--- config.mk ---
export PLATFORM = sky130hd
export DESIGN_NAME = mf3_front
export DESIGN_NICKNAME = d
export VERILOG_FILES = /design/src/sv/median_filter_3x3_assert.svh /design/src/sv/mf3_pkg.sv /design/src/sv/mf3_front.sv
export SDC_FILE = /design/constraint.sdc
export NUM_CORES = 1
export LEC_CHECK = 0
export BUFFER_PORTS_ARGS = -buffer_cell sky130_fd_sc_hd__buf_2
export CORE_MARGIN = 10
export CORE_UTILIZATION = 35
export CTS_CLUSTER_DIAMETER = 200
export DETAILED_ROUTE_END_ITERATION = 10
export GPL_TIMING_DRIVEN = 1
export PLACE_DENSITY = 0.6
export SETUP_SLACK_MARGIN = 0.05
export SLEW_MARGIN = 20
export SYNTH_ARGS = -nofsm -noshare
export SYNTH_HDL_FRONTEND = slang
export SYNTH_SLANG_ARGS = --single-unit
export TNS_END_PERCENT = 30
--- constraint.sdc ---
create_clock -name clock -period 4.75 [get_ports clock]
set_input_delay 0.475 -clock clock [delete_from_list [all_inputs] [get_ports clock]]
set_output_delay 0.475 -clock clock [all_outputs]
set_load 0.01 [all_outputs]
--- src/sv/median_filter_3x3_assert.svh ---
// ----------------------------------------------------------------------------
// median_filter_3x3 assertion macros
// concurrent checks that compile away when SYNTHESIS is defined
// ----------------------------------------------------------------------------
`ifndef MEDIAN_FILTER_3X3_ASSERT_SVH
`define MEDIAN_FILTER_3X3_ASSERT_SVH

`ifndef SYNTHESIS

// same-cycle implication
`define MF3_ASSERT_IMP(label, clk, rst, ante, cons) \
   label: assert property (@(posedge clk) disable iff (rst) (ante) |-> (cons)) \
      else $error("median_filter_3x3 assertion failed");

// next-cycle implication
`define MF3_ASSERT_NXT(label, clk, rst, ante, cons) \
   label: assert property (@(posedge clk) disable iff (rst) (ante) |=> (cons)) \
      else $error("median_filter_3x3 assertion failed");

`else

`define MF3_ASSERT_IMP(label, clk, rst, ante, cons)
`define MF3_ASSERT_NXT(label, clk, rst, ante, cons)

`endif

`endif

--- src/sv/mf3_pkg.sv ---
// ----------------------------------------------------------------------------
// mf3_pkg
// shared types, constants and sorting network helpers for the median filter
// ----------------------------------------------------------------------------
package mf3_pkg;

   localparam int DEFAULT_MAX_WIDTH = 1024;
   localparam int DIM_LIMIT = 1024;
   localparam int QUEUE_DEPTH = 4;
   localparam int NUM_LAYERS = 9;
   localparam int MED_TAP = 4;

   typedef logic [7:0]  pix_type;
   typedef logic [9:0]  pos_type;
   typedef logic [10:0] dim_type;
   typedef logic [3:0]  tap_type;
   typedef logic [3:0]  emit_type;
   typedef pix_type [8:0] win_type;

   localparam dim_type RESET_WIDTH = 11'd320;
   localparam dim_type RESET_HEIGHT = 11'd240;
   localparam dim_type DIM_MIN = 11'd3;

   localparam logic CSR_IMAGE_WIDTH = 1'b0;
   localparam logic CSR_IMAGE_HEIGHT = 1'b1;

   typedef struct packed {
      pos_type wm1;
      pos_type hm1;
   } dims_type;

   typedef struct packed {
      pix_type  pixel;
      pos_type  row;
      pos_type  col;
      emit_type emit;
      logic     interior;
   } desc_type;

   function automatic dim_type clamp_dim(input dim_type v, input dim_type hi);
      dim_type r;
      if (v < DIM_MIN) begin
         r = DIM_MIN;
      end else if (v > hi) begin
         r = hi;
      end else begin
         r = v;
      end
      return r;
   endfunction

   function automatic win_type cmp_swap(input win_type w, input tap_type a, input tap_type b);
      win_type r;
      r = w;
      if (w[a] > w[b]) begin
         r[a] = w[b];
         r[b] = w[a];
      end
      return r;
   endfunction

   // one layer of the nine-input median network
   function automatic win_type sort_layer(input tap_type k, input win_type w);
      win_type r;
      unique case (k)
         4'd0, 4'd2: begin
            r = cmp_swap(cmp_swap(cmp_swap(w, 4'd1, 4'd2), 4'd4, 4'd5), 4'd7, 4'd8);
         end
         4'd1: begin
            r = cmp_swap(cmp_swap(cmp_swap(w, 4'd0, 4'd1), 4'd3, 4'd4), 4'd6, 4'd7);
         end
         4'd3: begin
            r = cmp_swap(cmp_swap(cmp_swap(w, 4'd0, 4'd3), 4'd5, 4'd8), 4'd4, 4'd7);
         end
         4'd4: begin
            r = cmp_swap(cmp_swap(cmp_swap(w, 4'd3, 4'd6), 4'd1, 4'd4), 4'd2, 4'd5);
         end
         4'd5: begin
            r = cmp_swap(w, 4'd4, 4'd7);
         end
         4'd6, 4'd8: begin
            r = cmp_swap(w, 4'd4, 4'd2);
         end
         4'd7: begin
            r = cmp_swap(w, 4'd6, 4'd4);
         end
         default: begin
            r = w;
         end
      endcase
      return r;
   endfunction

endpackage

--- src/sv/mf3_front.sv ---
// ----------------------------------------------------------------------------
// mf3_front
// frame size registers, raster position tracking and result classification
// ----------------------------------------------------------------------------
module mf3_front import mf3_pkg::*; #(
   parameter int MAX_WIDTH = DEFAULT_MAX_WIDTH
) (
   input  logic     clock,
   input  logic     reset,
   input  logic     req_valid,
   input  pix_type  req_pixel_in,
   input  logic     req_frame_start,
   input  logic     csr_wr_en,
   input  logic     csr_index,
   input  dim_type  csr_wdata,
   input  logic     q_full,
   output logic     push,
   output desc_type push_desc,
   output dims_type dims
);

   localparam dim_type WLIM = dim_type'((MAX_WIDTH < DIM_LIMIT) ? MAX_WIDTH : DIM_LIMIT);
   localparam dim_type HLIM = dim_type'(DIM_LIMIT);

   dim_type width_ff, width_in;
   dim_type height_ff, height_in;
   pos_type row_ff, row_in;
   pos_type col_ff, col_in;
   dim_type wdim, hdim;
   pos_type r, c;
   logic    row_end, last_row;

   always_comb begin
      wdim = clamp_dim(width_ff, WLIM);
      hdim = clamp_dim(height_ff, HLIM);
      dims.wm1 = pos_type'(wdim - 11'd1);
      dims.hm1 = pos_type'(hdim - 11'd1);
   end

   always_comb begin
      r = req_frame_start ? '0 : row_ff;
      c = req_frame_start ? '0 : col_ff;
      row_end = (c >= dims.wm1);
      last_row = (r >= dims.hm1);
      push = req_valid && !q_full;

      push_desc.pixel = req_pixel_in;
      push_desc.row = r;
      push_desc.col = c;
      push_desc.emit[0] = (r != '0) && (c != '0);
      push_desc.emit[1] = (r != '0) && row_end;
      push_desc.emit[2] = last_row && (c != '0);
      push_desc.emit[3] = last_row && row_end;
      push_desc.interior = (r >= 10'd2) && (r <= dims.hm1) && (c >= 10'd2) && (c <= dims.wm1);

      row_in = row_ff;
      col_in = col_ff;
      if (push) begin
         if (row_end) begin
            col_in = '0;
            row_in = last_row ? '0 : r + 1'b1;
         end else begin
            row_in = r;
            col_in = c + 1'b1;
         end
      end
   end

   always_comb begin
      width_in = width_ff;
      height_in = height_ff;
      if (csr_wr_en) begin
         unique case (csr_index)
            CSR_IMAGE_WIDTH:  width_in = csr_wdata;
            CSR_IMAGE_HEIGHT: height_in = csr_wdata;
            default:          width_in = width_ff;
         endcase
      end
   end

   always_ff @(posedge clock) begin
      if (reset) begin
         width_ff <= RESET_WIDTH;
         height_ff <= RESET_HEIGHT;
         row_ff <= '0;
         col_ff <= '0;
      end else begin
         width_ff <= width_in;
         height_ff <= height_in;
         row_ff <= row_in;
         col_ff <= col_in;
      end
   end

endmodule

# == Word level (Yosys, flattened, before mapping) ==
# Cells that the tools add are included.
# totals
ff_bits,42
latchBits,0
mem_bits_rw,0
romBits,0
input_bits,26
output_inout_bits,54
mem_count,0
# op_classes
addsub,4
multipliers,0
n_div,0
magnitude_cmp,10
eq_ne,0
n_shift,0
mux,9
n_bitwise,1
reduce_logical,13
# op_table
op,n
10-bit 2-to-1 mux,9
11-bit greater-than comparator (second input constant),2
11-bit by 2-bit less-than comparator with 1-bit output (second input constant),2
10-bit by 1-bit adder with 10-bit output (second input constant),2
10-bit >= comparator,2
10-bit by 2-bit >= comparator with 1-bit output (second input constant),2
10-bit <= comparator,2
10-bit nonzero test,2
10-bit by 1-bit subtractor with 10-bit output (second input constant),2
1-bit logical AND,8
2-bit AND reduction,2
1-bit zero test,1
1-bit NOT,1

# == Depth between registers and ports, before layout ==
# depth
word_depth,8
depth_mapped,20
depth_no_buf,18

# == Worst setup path before layout ==
# OpenSTA, ideal clock, no wires.
# synth_path
path_type,reg-to-reg
startpoint,register width_ff[5]
endpoint,register row_ff[8]
setup_time_ps,74
arrival_ps,4061
slack_ps,615
stages_incl_launch_ff,20
path_cell_list,dfxtp_1 clkbuf_1 nor4_1 nand2_1 nor2_1 o21bai_1 ha_1 o21ai_0 nor3_1 a21oi_1 nor2_1 a21o_1 ha_1 nand4_1 a211oi_2 a2111oi_4 and2_4 or4b_1 or4_1 a31oi_1
# synth_rtl
element,line_no,rtl
start: declaration,mf3_front.sv:25,"dim_type width_ff, width_in;"
start signal: assignment,mf3_front.sv:88,width_ff <= width_in;
end signal: assignment,mf3_front.sv:90,row_ff <= row_in;
end: declaration,mf3_front.sv:27,"pos_type row_ff, row_in;"

==> results.cfg <==
[run_status]
outcome = completed

[synth]
postSynthAreaPerCell_um2 = 7.15
synth_edf_count = 0
async_flop_share_pct = 0
synth.cell_area_mm2 = 0.00322
synthFlopType = dfxtp_1
synth_cell_type_count = 51
ys_ff_latch = 42
synth_top_cell_area_share_pct = 26.1
yosys_warnings = 0
synth_seq_area_share_pct = 26.1
synth_commonest_cells = 71 x nand2_1, 45 x a21oi_1, 42 x dfxtp_1, 31 x nor2_1, 28 x ha_1
synth_top_area_cell = dfxtp_1
syn_nets = 505
yosysMostFrequentCell = nand2_1
synth_area_leaders = dfxtp_1 26%, ha_1 11%, nand2_1 8.3%
synth_cells = 451

[placed_design]
post_dp_cell_area_mm2 = 0.00357
dpl_worst_slack_ns = 0.300
port_buffers = 63
dp_hpwl_um = 7360
place.gp.congestion = 0.810

[global_routing]
grt_max_degree = 44
grt_overflow = 0
grt_usage_pct = 13.6
antenna_found_initial = 0
grt_pass1_wl_um = 15100
grt_pass1_vias = 3061

[clock_tree]
cts_tree = built
ctsHoldBuffers = 0
cts.sinks = 42
cts_buffers = 5
path_clk_slew_ns = 0.08
clock_path_buffers = 2
htreeDepth = 2
root_buffer = clkbuf_8
clk_latency_ns = 0.29

[floorplan]
pin_count = 80
design.die.area_mm2 = 0.0135
num_rows = 34
initial_core_util_pct = 36.4
core_area_mm2 = 0.00885
die_w_um = 116
die_h_um = 116

[job]
cap_violations = 0

[min_path]
hold_class = primary input to flip-flop

[critical_path]
r2r_end = row_ff[8]$_SDFFE_PP0P_
r2r_cells = 18
endpoint_kind = primary output
start_kind = flip-flop
path_max_fanout = 7
crit_path_top_delay_cell = dfxtp_1
crit_top_cell = nor3_1
path_depth = 17
crit_path_max_incr_delay_ns = 0.36
worst-r2r-setup-slack_ns = 0.41
arrival_ns = 4.00
crit_end = push_desc[0]
crit_chain = nor3_2 > nand2_1 > nor3_1 > o21ai_0 > ha_1 > and2_1 > and3_1 > or3_1 > ha_1 > a21oi_1 > a21boi_0 > nor3_1 > nor2_1 > nor2_1 > o22ai_1 > nor3_1 > buf_2
cp_top_family = simple AND/OR/NAND/NOR gates
critPathBufInv = 1
r2r-start = width_ff[5]$_SDFFE_PP0P_
worstSetupPathType = flip-flop to primary output
worstPathRequired_ns = 4.28
critPathLaunch = height_ff[5]$_SDFFE_PP1P_

[pwr]
leakage_nw = 1.60
p_per_area_mw_per_mm2 = 224
ir_drop_mv = 0.103

[sta]
clock_skew_ns = 0.0112
finalWorstSetupSlack_ns = 0.277
relSlewSlack_pct = 48.9
slew_viol_final = 0
max_freq_mhz = 224
grt_setup_unrepaired = yes
hold_viol = 0
final-setup-viol-count = 0
hold_ws_ns = 0.421
tightest_slew_ns = 0.767
min_period_over_period_pct = 94.2
period_needed_ns = 4.47

[finish]
final_nets = 553
nFillCells = 942
drive_above_1_share_pct = 16.4
fin_area_mm2 = 0.00370
num_antenna_cells = 0
area.growth.synth_to_final_pct = 14.8

[route]
dr.pass1.iters = 4
num_vias = 3257
ant_nets = 0
vias_per_cell = 5.36
drt_iter0_markers = 126
drc_errors = 0
avgRoutedWirePerCell_um = 15.3
drt-total-wl_um = 9300
per-layer routing:
| layer | track usage (%) | up-vias | wire (um) |
|---|---|---|---|
| met4 | 2.00 | 0 | 42 |
| met2 | 24.5 | 69 | 4630 |
| met3 | 3.10 | 5 | 507 |
| li1 | - | 1656 | - |
| met5 | 0 | - | 0 |
| met1 | 16.5 | 1527 | 4120 |
area by class of cell:
| class | count | area (um^2) | area share [%] |
|---|---|---|---|
| flip-flops and latches | 42 | 841 | 22.7 |
| repair buffers | 67 | 345 | 9.33 |
| multi-input cells | 355 | 2170 | 58.5 |
| well taps | 108 | 135 | 3.65 |
| inverters | 28 | 105 | 2.84 |
| clock buffers | 8 | 110 | 2.97 |
cells in the final DEF, fill, tap and decap left out, types with 2 or more instances in the layout:
cell / instances
o21a_1: 2
nand3_1: 18
a21o_1: 2
o21ai_0: 17
nand2b_1: 10
a31oi_1: 4
nand4_1: 9
o21bai_1: 2
ha_1: 28
nor4_1: 6
inv_1: 27
or3_1: 6
nor3_1: 19
buf_4: 4
clkbuf_8: 8
nand2_1: 71
xnor2_1: 8
dfxtp_1: 42
or4_1: 2
nor3b_1: 3
mux2i_1: 2
nor2b_1: 23
a21boi_0: 2
nand4b_1: 2
xor2_1: 4
buf_2: 63
o22ai_1: 2
a21oi_1: 45
a211o_1: 2
nor2_1: 31
and2_1: 4
nand3b_1: 9
and3_1: 2
per-stage QoR:
step	power, mW	util [%]	std cells	setup TNS [ns]
after detailed placement	0.566	40.3	599	0
after CTS	0.835	41.6	607	0
final	0.828	41.8	608	0
after global placement	0.564	40.3	599	0
after floorplan	0.509	-	451	0
after global routing	0.876	41.8	608	-0.00373
cells by family (layout without fill, tap and decap cells):
group / Yosys count / in the layout / share of synthesized area [%]
mux: 2 / 2 / 0.621
simple gates: 221 / 221 / 34.5
flops: 42 / 42 / 26.1
fa+ha+maj: 28 / 28 / 10.9
compound gates: 92 / 92 / 17.5
xor+xnor: 12 / 12 / 3.26
buf+inv: 54 / 103 / 7.26
how the worst min path moves through the flow:
| stage | start | end | slack [ns] | depth (start not counted) |
|---|---|---|---|---|
| after detailed placement | col_ff[0]$_SDFFE_PP0P_ | col_ff[0]$_SDFFE_PP0P_ | 0.47 | 2 |
| after CTS | csr_wdata[4] | height_ff[4]$_SDFFE_PP1P_ | 0.41 | 3 |
| after global routing | csr_wdata[8] | width_ff[8]$_SDFFE_PP1P_ | 0.43 | 3 |
| final | csr_wdata[4] | height_ff[4]$_SDFFE_PP1P_ | 0.42 | 3 |
| after global placement | width_ff[1]$_SDFFE_PP0P_ | width_ff[1]$_SDFFE_PP0P_ | 0.47 | 2 |
| after floorplan | width_ff[0]$_SDFFE_PP0P_ | width_ff[0]$_SDFFE_PP0P_ | 0.45 | 2 |
repair_timing:
| item | CTS | global route |
|---|---|---|
| resized for setup | 1 | 2 |
| pin swaps | 0 | 1 |
| endpoints found under the setup margin | 1 | 6 |
| buffers inserted | 0 | 1 |
registers in the layout (all words and copies together) (netlist names):
name	cells
row_ff	10
height_ff	11
col_ff	10
width_ff	11
worst reg2reg max path, stage by stage (launching register included):
cell and delay, ns:
dfxtp_1 0.38, nor4_2 0.38, nand2_1 0.15, nor2_1 0.19
o21bai_1 0.13, ha_1 0.23, o21ai_0 0.21, nor3_1 0.09
a21oi_1 0.14, nor2_1 0.05, a21o_1 0.18, ha_1 0.27
nand4_1 0.15, nor2_1 0.17, nand3_1 0.20, and2_4 0.25
or4b_1 0.55, or4_1 0.41, a31oi_1 0.16
power by group:
group          internal (mW)  switching (mW)
clock network          0.147           0.125
registers              0.362          0.0134
logic                 0.0718           0.109
No activity file was read; power rests on OpenSTA's default activity.
