**src/sv/median_filter_3x3_assert.svh**
```systemverilog
// ----------------------------------------------------------------------------
// median_filter_3x3 assertion macros
// concurrent checks that compile away when SYNTHESIS is defined
// ----------------------------------------------------------------------------
`ifndef MEDIAN_FILTER_3X3_ASSERT_SVH
`define MEDIAN_FILTER_3X3_ASSERT_SVH

`ifndef SYNTHESIS

// same-cycle implication
`define MF3_ASSERT_IMP(label, clk, rst, ante, cons) \
   label: assert property (@(posedge clk) disable iff (rst) (ante) |-> (cons)) \
      else $error("median_filter_3x3 assertion failed");

// next-cycle implication
`define MF3_ASSERT_NXT(label, clk, rst, ante, cons) \
   label: assert property (@(posedge clk) disable iff (rst) (ante) |=> (cons)) \
      else $error("median_filter_3x3 assertion failed");

`else

`define MF3_ASSERT_IMP(label, clk, rst, ante, cons)
`define MF3_ASSERT_NXT(label, clk, rst, ante, cons)

`endif

`endif

```
**src/sv/mf3_pkg.sv**
```systemverilog
// ----------------------------------------------------------------------------
// mf3_pkg
// shared types, constants and sorting network helpers for the median filter
// ----------------------------------------------------------------------------
package mf3_pkg;

   localparam int DEFAULT_MAX_WIDTH = 1024;
   localparam int DIM_LIMIT = 1024;
   localparam int QUEUE_DEPTH = 4;
   localparam int NUM_LAYERS = 9;
   localparam int MED_TAP = 4;

   typedef logic [7:0]  pix_type;
   typedef logic [9:0]  pos_type;
   typedef logic [10:0] dim_type;
   typedef logic [3:0]  tap_type;
   typedef logic [3:0]  emit_type;
   typedef pix_type [8:0] win_type;

   localparam dim_type RESET_WIDTH = 11'd320;
   localparam dim_type RESET_HEIGHT = 11'd240;
   localparam dim_type DIM_MIN = 11'd3;

   localparam logic CSR_IMAGE_WIDTH = 1'b0;
   localparam logic CSR_IMAGE_HEIGHT = 1'b1;

   typedef struct packed {
      pos_type wm1;
      pos_type hm1;
   } dims_type;

   typedef struct packed {
      pix_type  pixel;
      pos_type  row;
      pos_type  col;
      emit_type emit;
      logic     interior;
   } desc_type;

   function automatic dim_type clamp_dim(input dim_type v, input dim_type hi);
      dim_type r;
      if (v < DIM_MIN) begin
         r = DIM_MIN;
      end else if (v > hi) begin
         r = hi;
      end else begin
         r = v;
      end
      return r;
   endfunction

   function automatic win_type cmp_swap(input win_type w, input tap_type a, input tap_type b);
      win_type r;
      r = w;
      if (w[a] > w[b]) begin
         r[a] = w[b];
         r[b] = w[a];
      end
      return r;
   endfunction

   // one layer of the nine-input median network
   function automatic win_type sort_layer(input tap_type k, input win_type w);
      win_type r;
      unique case (k)
         4'd0, 4'd2: begin
            r = cmp_swap(cmp_swap(cmp_swap(w, 4'd1, 4'd2), 4'd4, 4'd5), 4'd7, 4'd8);
         end
         4'd1: begin
            r = cmp_swap(cmp_swap(cmp_swap(w, 4'd0, 4'd1), 4'd3, 4'd4), 4'd6, 4'd7);
         end
         4'd3: begin
            r = cmp_swap(cmp_swap(cmp_swap(w, 4'd0, 4'd3), 4'd5, 4'd8), 4'd4, 4'd7);
         end
         4'd4: begin
            r = cmp_swap(cmp_swap(cmp_swap(w, 4'd3, 4'd6), 4'd1, 4'd4), 4'd2, 4'd5);
         end
         4'd5: begin
            r = cmp_swap(w, 4'd4, 4'd7);
         end
         4'd6, 4'd8: begin
            r = cmp_swap(w, 4'd4, 4'd2);
         end
         4'd7: begin
            r = cmp_swap(w, 4'd6, 4'd4);
         end
         default: begin
            r = w;
         end
      endcase
      return r;
   endfunction

endpackage

```
**src/sv/mf3_queue.sv**
```systemverilog
// ----------------------------------------------------------------------------
// mf3_queue
// short fifo of classified pixel descriptors between front and back
// ----------------------------------------------------------------------------
`include "median_filter_3x3_assert.svh"

module mf3_queue import mf3_pkg::*; (
   input  logic     clock,
   input  logic     reset,
   input  logic     push,
   input  desc_type push_desc,
   output logic     full,
   input  logic     pop,
   output desc_type pop_desc,
   output logic     empty
);

   localparam int PW = (QUEUE_DEPTH > 1) ? $clog2(QUEUE_DEPTH) : 1;
   localparam int CW = $clog2(QUEUE_DEPTH + 1);

   desc_type        slot_ff [QUEUE_DEPTH];
   logic [PW-1:0]   wr_ptr_ff, wr_ptr_in;
   logic [PW-1:0]   rd_ptr_ff, rd_ptr_in;
   logic [CW-1:0]   count_ff, count_in;
   logic            wr, rd;

   assign full = (count_ff == CW'(QUEUE_DEPTH));
   assign empty = (count_ff == '0);
   assign wr = push && !full;
   assign rd = pop && !empty;
   assign pop_desc = slot_ff[rd_ptr_ff];

   always_comb begin
      wr_ptr_in = wr_ptr_ff;
      rd_ptr_in = rd_ptr_ff;
      count_in = count_ff;
      if (wr) begin
         wr_ptr_in = (wr_ptr_ff == PW'(QUEUE_DEPTH - 1)) ? '0 : wr_ptr_ff + 1'b1;
      end
      if (rd) begin
         rd_ptr_in = (rd_ptr_ff == PW'(QUEUE_DEPTH - 1)) ? '0 : rd_ptr_ff + 1'b1;
      end
      if (wr && !rd) begin
         count_in = count_ff + 1'b1;
      end else if (rd && !wr) begin
         count_in = count_ff - 1'b1;
      end
   end

   always_ff @(posedge clock) begin
      if (reset) begin
         wr_ptr_ff <= '0;
         rd_ptr_ff <= '0;
         count_ff <= '0;
      end else begin
         wr_ptr_ff <= wr_ptr_in;
         rd_ptr_ff <= rd_ptr_in;
         count_ff <= count_in;
      end
   end

   always_ff @(posedge clock) begin
      if (wr) begin
         slot_ff[wr_ptr_ff] <= push_desc;
      end
   end

   `MF3_ASSERT_IMP(a_count_bound, clock, reset, 1'b1, count_ff <= CW'(QUEUE_DEPTH))
   `MF3_ASSERT_IMP(a_empty_ptrs, clock, reset, count_ff == '0, wr_ptr_ff == rd_ptr_ff)

endmodule

```
**config.mk**
```make
export PLATFORM = sky130hd
export DESIGN_NAME = mf3_queue
export DESIGN_NICKNAME = d
export VERILOG_FILES = /design/src/sv/mf3_pkg.sv /design/src/sv/mf3_queue.sv
export VERILOG_INCLUDE_DIRS = /design/src /design/src/sv
export SDC_FILE = /design/constraint.sdc
export NUM_CORES = 1
export LEC_CHECK = 0
export BUFFER_PORTS_ARGS = -buffer_cell sky130_fd_sc_hd__clkbuf_2
export CAP_MARGIN = 5
export CORE_UTILIZATION = 56
export DETAILED_ROUTE_END_ITERATION = 12
export PLACE_DENSITY = 0.74
export SLEW_MARGIN = 40
export SYNTH_ARGS = -nofsm -noshare
export SYNTH_HDL_FRONTEND = slang
export SYNTH_SLANG_ARGS = --single-unit
```
**constraint.sdc**
```tcl
create_clock -name clock -period 2.7 [get_ports clock]
set_input_delay 0.27 -clock clock [delete_from_list [all_inputs] [get_ports clock]]
set_output_delay 0.27 -clock clock [all_outputs]
set_load 0.01 [all_outputs]
```
After elaboration in Yosys (flattened, before gate mapping)
Memory sizes are Yosys's and may differ from the RTL's. A register that Yosys moved wholly into a read port is not among the register bits.
Index checks and enable logic that the tools add are counted.
- register bits: 7
- latch bits: 0
- memory bits (writable): 132
- ROM bits: 0
- input port bits: 37
- output and inout bits: 35
- word-level logic and storage cells: 29
- memories kept: 1
- memories (name ; words ; width ; rd ports ; clocked after memory_dff ; wr ports ; RTL line ; RTL):
    slot_ff ; 4 ; 33 ; 1 ; 1 ; 1 ; mf3_queue.sv:21 ; desc_type slot_ff [QUEUE_DEPTH];
- add/sub/neg operators: 4
- multipliers: 0
- divide/modulo/power cells: 0
- order comparisons: 0
- equality and inequality tests: 3
- shifts and indexed selects: 0
- multiplexer cells: 8
- bitwise logic cells: 0
- reductions and logical operators: 10
- operators by type and width (operator ; count):
    $mux 2 ; 4
    $mux 3 ; 2
    $add 2x1->2 const B ; 2
    $eq 2x2->1 const B ; 2
    $logic_and 1x1->1 ; 4
    $logic_not 1->1 ; 4
    $add 3x1->3 const B ; 1
    $eq 3x3->1 const B ; 1
    $logic_not 3->1 ; 1
    $sub 3x1->3 const B ; 1
    $mux 1 ; 2
    $reduce_bool 2->1 ; 1

Logic depth before layout (Yosys ltp)
- depth in word-level cells: 7
- gate-level depth with buffers: 10
- gate-level depth less buffers: 9

Worst setup path after synthesis
OpenSTA, ideal clock, no wires.
- kind: register to register
- from: register count_ff[0]
- to: register count_ff[2]
- setup time: 0.070 ns
- arrival time: 2.122 ns
- required time: 2.630 ns
- slack: 0.507 ns
- stages on the path, launching flop included: 11
- buffers on the path: 1
- clock period less this slack: 2.193 ns
- cell sequence: dfxtp_1 -> or3b_1 -> buf_6 -> clkinv_4 -> nor2_2 -> ha_1 -> inv_1 -> fa_1 -> xor2_1 -> or3_2 -> a21oi_1
- word-level cells in the longest chain between the ends: 6
- elaborated cells between the ends (all ways): 15
- those cells by class: add/sub (2); eq/ne (1); mux (2); reduce/logical (10)
- RTL lines (what ; RTL line ; RTL):
    from (decl) ; mf3_queue.sv:24 ; logic [CW-1:0] count_ff, count_in;
    from (signal assigned) ; mf3_queue.sv:58 ; count_ff <= count_in;
    $eq 3x3->1 * ; mf3_queue.sv:27 ; assign full = (count_ff == CW'(QUEUE_DEPTH));
    net full ; mf3_queue.sv:12 ; output logic full,
    $logic_not 1->1 * ; mf3_queue.sv:29 ; assign wr = push && !full;
    $logic_and 1x1->1 * ; mf3_queue.sv:29 ;
    net wr ; mf3_queue.sv:25 ; logic wr, rd;
    $logic_not 1->1 ; mf3_queue.sv:45 ; end else if (rd && !wr) begin
    $logic_and 1x1->1 ; mf3_queue.sv:45 ;
    $reduce_bool 2->1 (no source line) ; n/a ;
Mark *: on every way through the listed nets, which the timed path passes. The rest lies on a longest branch. The select of a mux whose other input is x is not followed.
A chain may end at the register's enable or synchronous reset.

Worst setup path in the final report
- from: register count_ff[0]
- to: register count_ff[2]
- word-level cells in the longest chain between the ends: 6
- elaborated cells between the ends (all ways): 15
- those cells by class: add/sub (2); eq/ne (1); mux (2); reduce/logical (10)
- RTL lines (what ; RTL line):
    $eq 3x3->1 * ; mf3_queue.sv:27
    $logic_not 1->1 * ; mf3_queue.sv:29
    $logic_and 1x1->1 * ; mf3_queue.sv:29
    net wr ; mf3_queue.sv:25
    $logic_not 1->1 ; mf3_queue.sv:45
    $logic_and 1x1->1 ; mf3_queue.sv:45
    $reduce_bool 2->1 (no source line) ; n/a
Marked as above.

==> metrics.md <==
| Metric | Value |
|---|---|
| Net count after synthesis | 267 |
| Average footprint of a synthesized cell | 23.5 sq um |
| Shortest clock period the worst path allows after layout | 2.47 ns |
| Areal power density over the cells | 935 mW/mm^2 |
| CORE AREA | 0.00889 sq mm |
| Startpoint kind of the worst setup timing path | flip-flop |
| Status | completed |
| Layout cells sized above 1 | 0.426 |
| Biggest area contributors in the synthesized netlist | sky130_fd_sc_hd__edfxtp_1, sky130_fd_sc_hd__mux4_2, sky130_fd_sc_hd__dfxtp_1 |
| Fraction of synthesized cell area taken by the top area cell type | 0.755 |
| Gr busiest metal | met2 |
| Leakage Power | 0.00234 uW |
| Die boundary height | 98.8 microns |
| Buffers on Ports | 71 |
| Net total in the final layout | about 390 |
| Number of global-route vias before repair | 2747 |
| Number of buffers between clock root and the deepest sink | 2 |
| Capture point of the worst path | count_ff[2]$_SDFFE_PP0P_ |
| Grt total ovfl | 0 |
| Worst min path class | in2reg |
| Iter 0 DRT Violations | 132 |
| First-pass iteration count of the detailed router | 4 |
| Sequential area share after synthesis | 0.790 |
| Flip-flop and latch count after synthesis | around 140 |
| Library cells used by synthesis | 27 |
| Slack of the worst reg-to-reg path | 0.23 ns |
| Setup Buffers After CTS | 0 |
| Number of standard cells in the final layout excluding fillers | 460 |
| Proportion of power drawn by the clock network | 0.357 |
| Maximum fanout along the worst path | 7 |
| Worst IR Drop VDD | 0.567 mV |
| Met2 track utilization from global routing | 0.347 |
| Summed instance area of the synthesized netlist | 0.00525 sq mm |
| Synthesized instance count | around 220 |
| Internal cell power | 4640 uW |
| Logic depth of the worst register-to-register path | 9 |
| Ys Warns | 0 |
| Via count of the routed design | roughly 2600 |
| Max-cap violation count | 0 |
| Global-route track usage on met3 | 0.0617 |
| Critical Path Start | count_ff[0]$_SDFFE_PP0P_ |
| Sequential cell fraction of total power | 0.445 |
| Number of nets with antenna violations after routing | 0 |
| Data required time of the critical path | 3.14 ns |
| Total routing usage reported by global routing | 0.207 |
| I/O pin cnt | 72 |
| Placement row count | 34 |
| Vias per cell | 5.55 |
| RSZ-0062 raised after global routing | false |
| Antenna diode instance count | 0 |
| Accumulated negative setup slack | 0 ns |
| HPWL after detailed placement | 5.13 mm |
| Switching part of the total | 0.251 |
| Total chip power | a little over 6000 uW |
| Largest area contributor in the netlist | sky130_fd_sc_hd__edfxtp_1 |
| Count of clock tree sinks | 141 |
| Share of the clock period used by the worst path | 0.914 |
| Overall die area | 0.00976 sq mm |
| DR WL/cell | 19.9 microns |
| Number of failing hold endpoints at the final stage | 0 |
| Die Span X | 98.8 microns |
| Total DRC errors in the routed layout | 0 |
| Reg-to-reg startpoint | count_ff[0]$_SDFFE_PP0P_ |
| CTS tree | done |
| Data arrival at the endpoint of the critical path | between 2 and 3 ns |
| Reg-to-reg critical path endpoint | count_ff[2]$_SDFFE_PP0P_ |
| CTS H-Tree Depth | 4 |
| Combinational Power Share | 0.198 |
| Clock Pin Slew Worst Setup and Hold Paths | 0.06 ns |
| Global-route track usage on met1 | 0.262 |
| Area growth from synthesis to layout | 26.2% |
| Effective utilization at floorplan | 0.590 |
| Timing-limited maximum frequency | 405 MHz |
| Number of buffers created by CTS | 17 |
| Final count of negative-setup-slack endpoints | 0 |
| # placed instances | 397 |
| Worst clock skew | 0.00534 ns |
| Switching power of the nets | 1550 uW |
| Type of element capturing the critical path | flip-flop |
| Clock network latency to the later pin of the worst-skew pair | 0.50 ns |
| Startpoint-to-endpoint class of the critical path | reg2reg |
| Root cell of the clock tree | sky130_fd_sc_hd__clkbuf_8 |
| Count of fill cells added during filler insertion | ~500 |
| Initial antenna violation count | 0 |
| Final slew viol count | 0 |
| Largest net degree at the start of global routing | 34 |
| Max-slew headroom at the worst pin | 0.555 |
| WL final | approximately 9.1 mm |
| Wire length of the first global-routing pass | approximately 14 mm |
| Weighted congestion reported at the end of routability-driven placement | 0.655 |
| Transition time at the pin with the least slew margin | 0.668 ns |
==> worst min path at each step <==
stage | slack (ns) | endpoint | from | depth (start not counted)
after floorplan | 0.37 | slot_ff[0][0]$_DFFE_PP_ | push_desc[0] | 0
after global placement | 0.49 | slot_ff[2][7]$_DFFE_PP_ | push_desc[7] | 1
after detailed placement | 0.49 | slot_ff[0][6]$_DFFE_PP_ | push_desc[6] | 1
after CTS | 0.03 | count_ff[2]$_SDFFE_PP0P_ | reset | 2
after global routing | 0.06 | count_ff[2]$_SDFFE_PP0P_ | reset | 2
final | 0.05 | count_ff[2]$_SDFFE_PP0P_ | reset | 2
==> layer usage <==
metal	vias to the layer above	share of wire
li1	1171	-
met1	1296	0.42
met2	83	0.52
met3	5	0.051
met4	0	0.0080
met5	-	0
==> cell type report <==
type | count | area (sq um) | share of cell area
Tap cell | 108 | 135 | 0.0204
Clock buffer | 17 | 414 | 0.0625
Sequential cell | 141 | 4150 | 0.626
Inverter | 5 | 23.8 | 0.00359
Clock inverter | 13 | 151 | 0.0229
Timing Repair Buffer | 109 | 723 | 0.109
Multi-Input combinational cell | 67 | 1030 | 0.155
==> power by group through the flow <==
stage / clock [uW] / combinational (uW) / sequential, uW
final: 2210 / 1220 / 2760
after detailed placement: 0 / 1190 / 2800
after global placement: 0 / 1170 / 2780
after floorplan: 0 / 830 / 2740
after global routing: 2340 / 1320 / 2780
after CTS: 2240 / 1250 / 2760
==> synth_stat cells, drive strengths merged <==
cell and count:
edfxtp 132, mux4 33, buf 9, dfxtp 9, ha 6, and3 4
inv 4, nor2 4, a21oi 3, mux2i 2, nand3 2, nor3 2
o21ai 2, o31ai 2, or3 2, xor2 2, clkbuf 1, clkinv 1
fa 1, nand2 1, or3b 1
==> cells in the final DEF (no fill, tap or decap) <==
cell type / n
sky130_fd_sc_hd__clkinvlp_4: 3
sky130_fd_sc_hd__a21oi_1: 3
sky130_fd_sc_hd__o21ai_0: 1
sky130_fd_sc_hd__or3_2: 1
sky130_fd_sc_hd__fa_1: 1
sky130_fd_sc_hd__clkbuf_8: 1
sky130_fd_sc_hd__clkinv_2: 6
sky130_fd_sc_hd__buf_4: 5
sky130_fd_sc_hd__or3_1: 1
sky130_fd_sc_hd__nor2_2: 1
sky130_fd_sc_hd__dfxtp_1: 7
sky130_fd_sc_hd__nor3_1: 2
sky130_fd_sc_hd__inv_1: 4
sky130_fd_sc_hd__and3_4: 2
sky130_fd_sc_hd__xor2_1: 2
sky130_fd_sc_hd__clkbuf_16: 16
sky130_fd_sc_hd__clkbuf_2: 71
sky130_fd_sc_hd__or3b_1: 1
sky130_fd_sc_hd__edfxtp_1: 132
sky130_fd_sc_hd__mux2i_1: 2
sky130_fd_sc_hd__dfxtp_2: 2
sky130_fd_sc_hd__o21ai_1: 1
sky130_fd_sc_hd__mux4_2: 33
sky130_fd_sc_hd__nor2_1: 3
sky130_fd_sc_hd__ha_1: 6
sky130_fd_sc_hd__o31ai_2: 2
sky130_fd_sc_hd__bufinv_16: 3
sky130_fd_sc_hd__dlygate4sd3_1: 33
sky130_fd_sc_hd__nand3_1: 2
sky130_fd_sc_hd__nand2_1: 1
sky130_fd_sc_hd__and3_2: 2
sky130_fd_sc_hd__clkinv_4: 2
==> through the flow <==
stage	setup slack, ns	util	cell area (sq um)	hold WS [ns]
after floorplan	0.507	-	5250	0.369
after global placement	0.408	0.643	5720	0.487
after detailed placement	0.252	0.644	5730	0.491
after CTS	0.228	0.745	6620	0.0338
after global routing	0.0803	0.745	6620	0.0587
final	0.232	0.745	6620	0.0515
==> logic make-up (layout without fill, tap and decap cells) <==
family | Yosys count | count (layout) | share of synthesized area
mux | 35 | 35 | 0.145
flops | 141 | 141 | 0.790
compound gates | 7 | 7 | 0.00953
fa+ha+maj | 7 | 7 | 0.0181
simple gates | 16 | 16 | 0.0179
xor+xnor | 2 | 2 | 0.00334
buf+inv | 15 | 144 | 0.0162
==> registers in the layout (all words and copies together), names as in the netlist, named ones only <==
name,count
rd_ptr_ff,2
count_ff,3
wr_ptr_ff,2
slot_ff,132
==> critical path, cell delays in order, from the launching register on <==
cell and delay [ns]:
sky130_fd_sc_hd__dfxtp_1 0.45, sky130_fd_sc_hd__or3b_1 0.33, sky130_fd_sc_hd__clkinv_4 0.09, sky130_fd_sc_hd__nor2_2 0.13, sky130_fd_sc_hd__ha_1 0.20, sky130_fd_sc_hd__inv_1 0.06
sky130_fd_sc_hd__fa_1 0.39, sky130_fd_sc_hd__xor2_1 0.19, sky130_fd_sc_hd__or3_2 0.42, sky130_fd_sc_hd__a21oi_1 0.14
==> what timing repair did <==
action                    in CTS  in global routing
resized for setup              0                  0
hold buffers                  33                  0
hold endpoints to repair     132                  0
(Power assumes the default switching activity.)
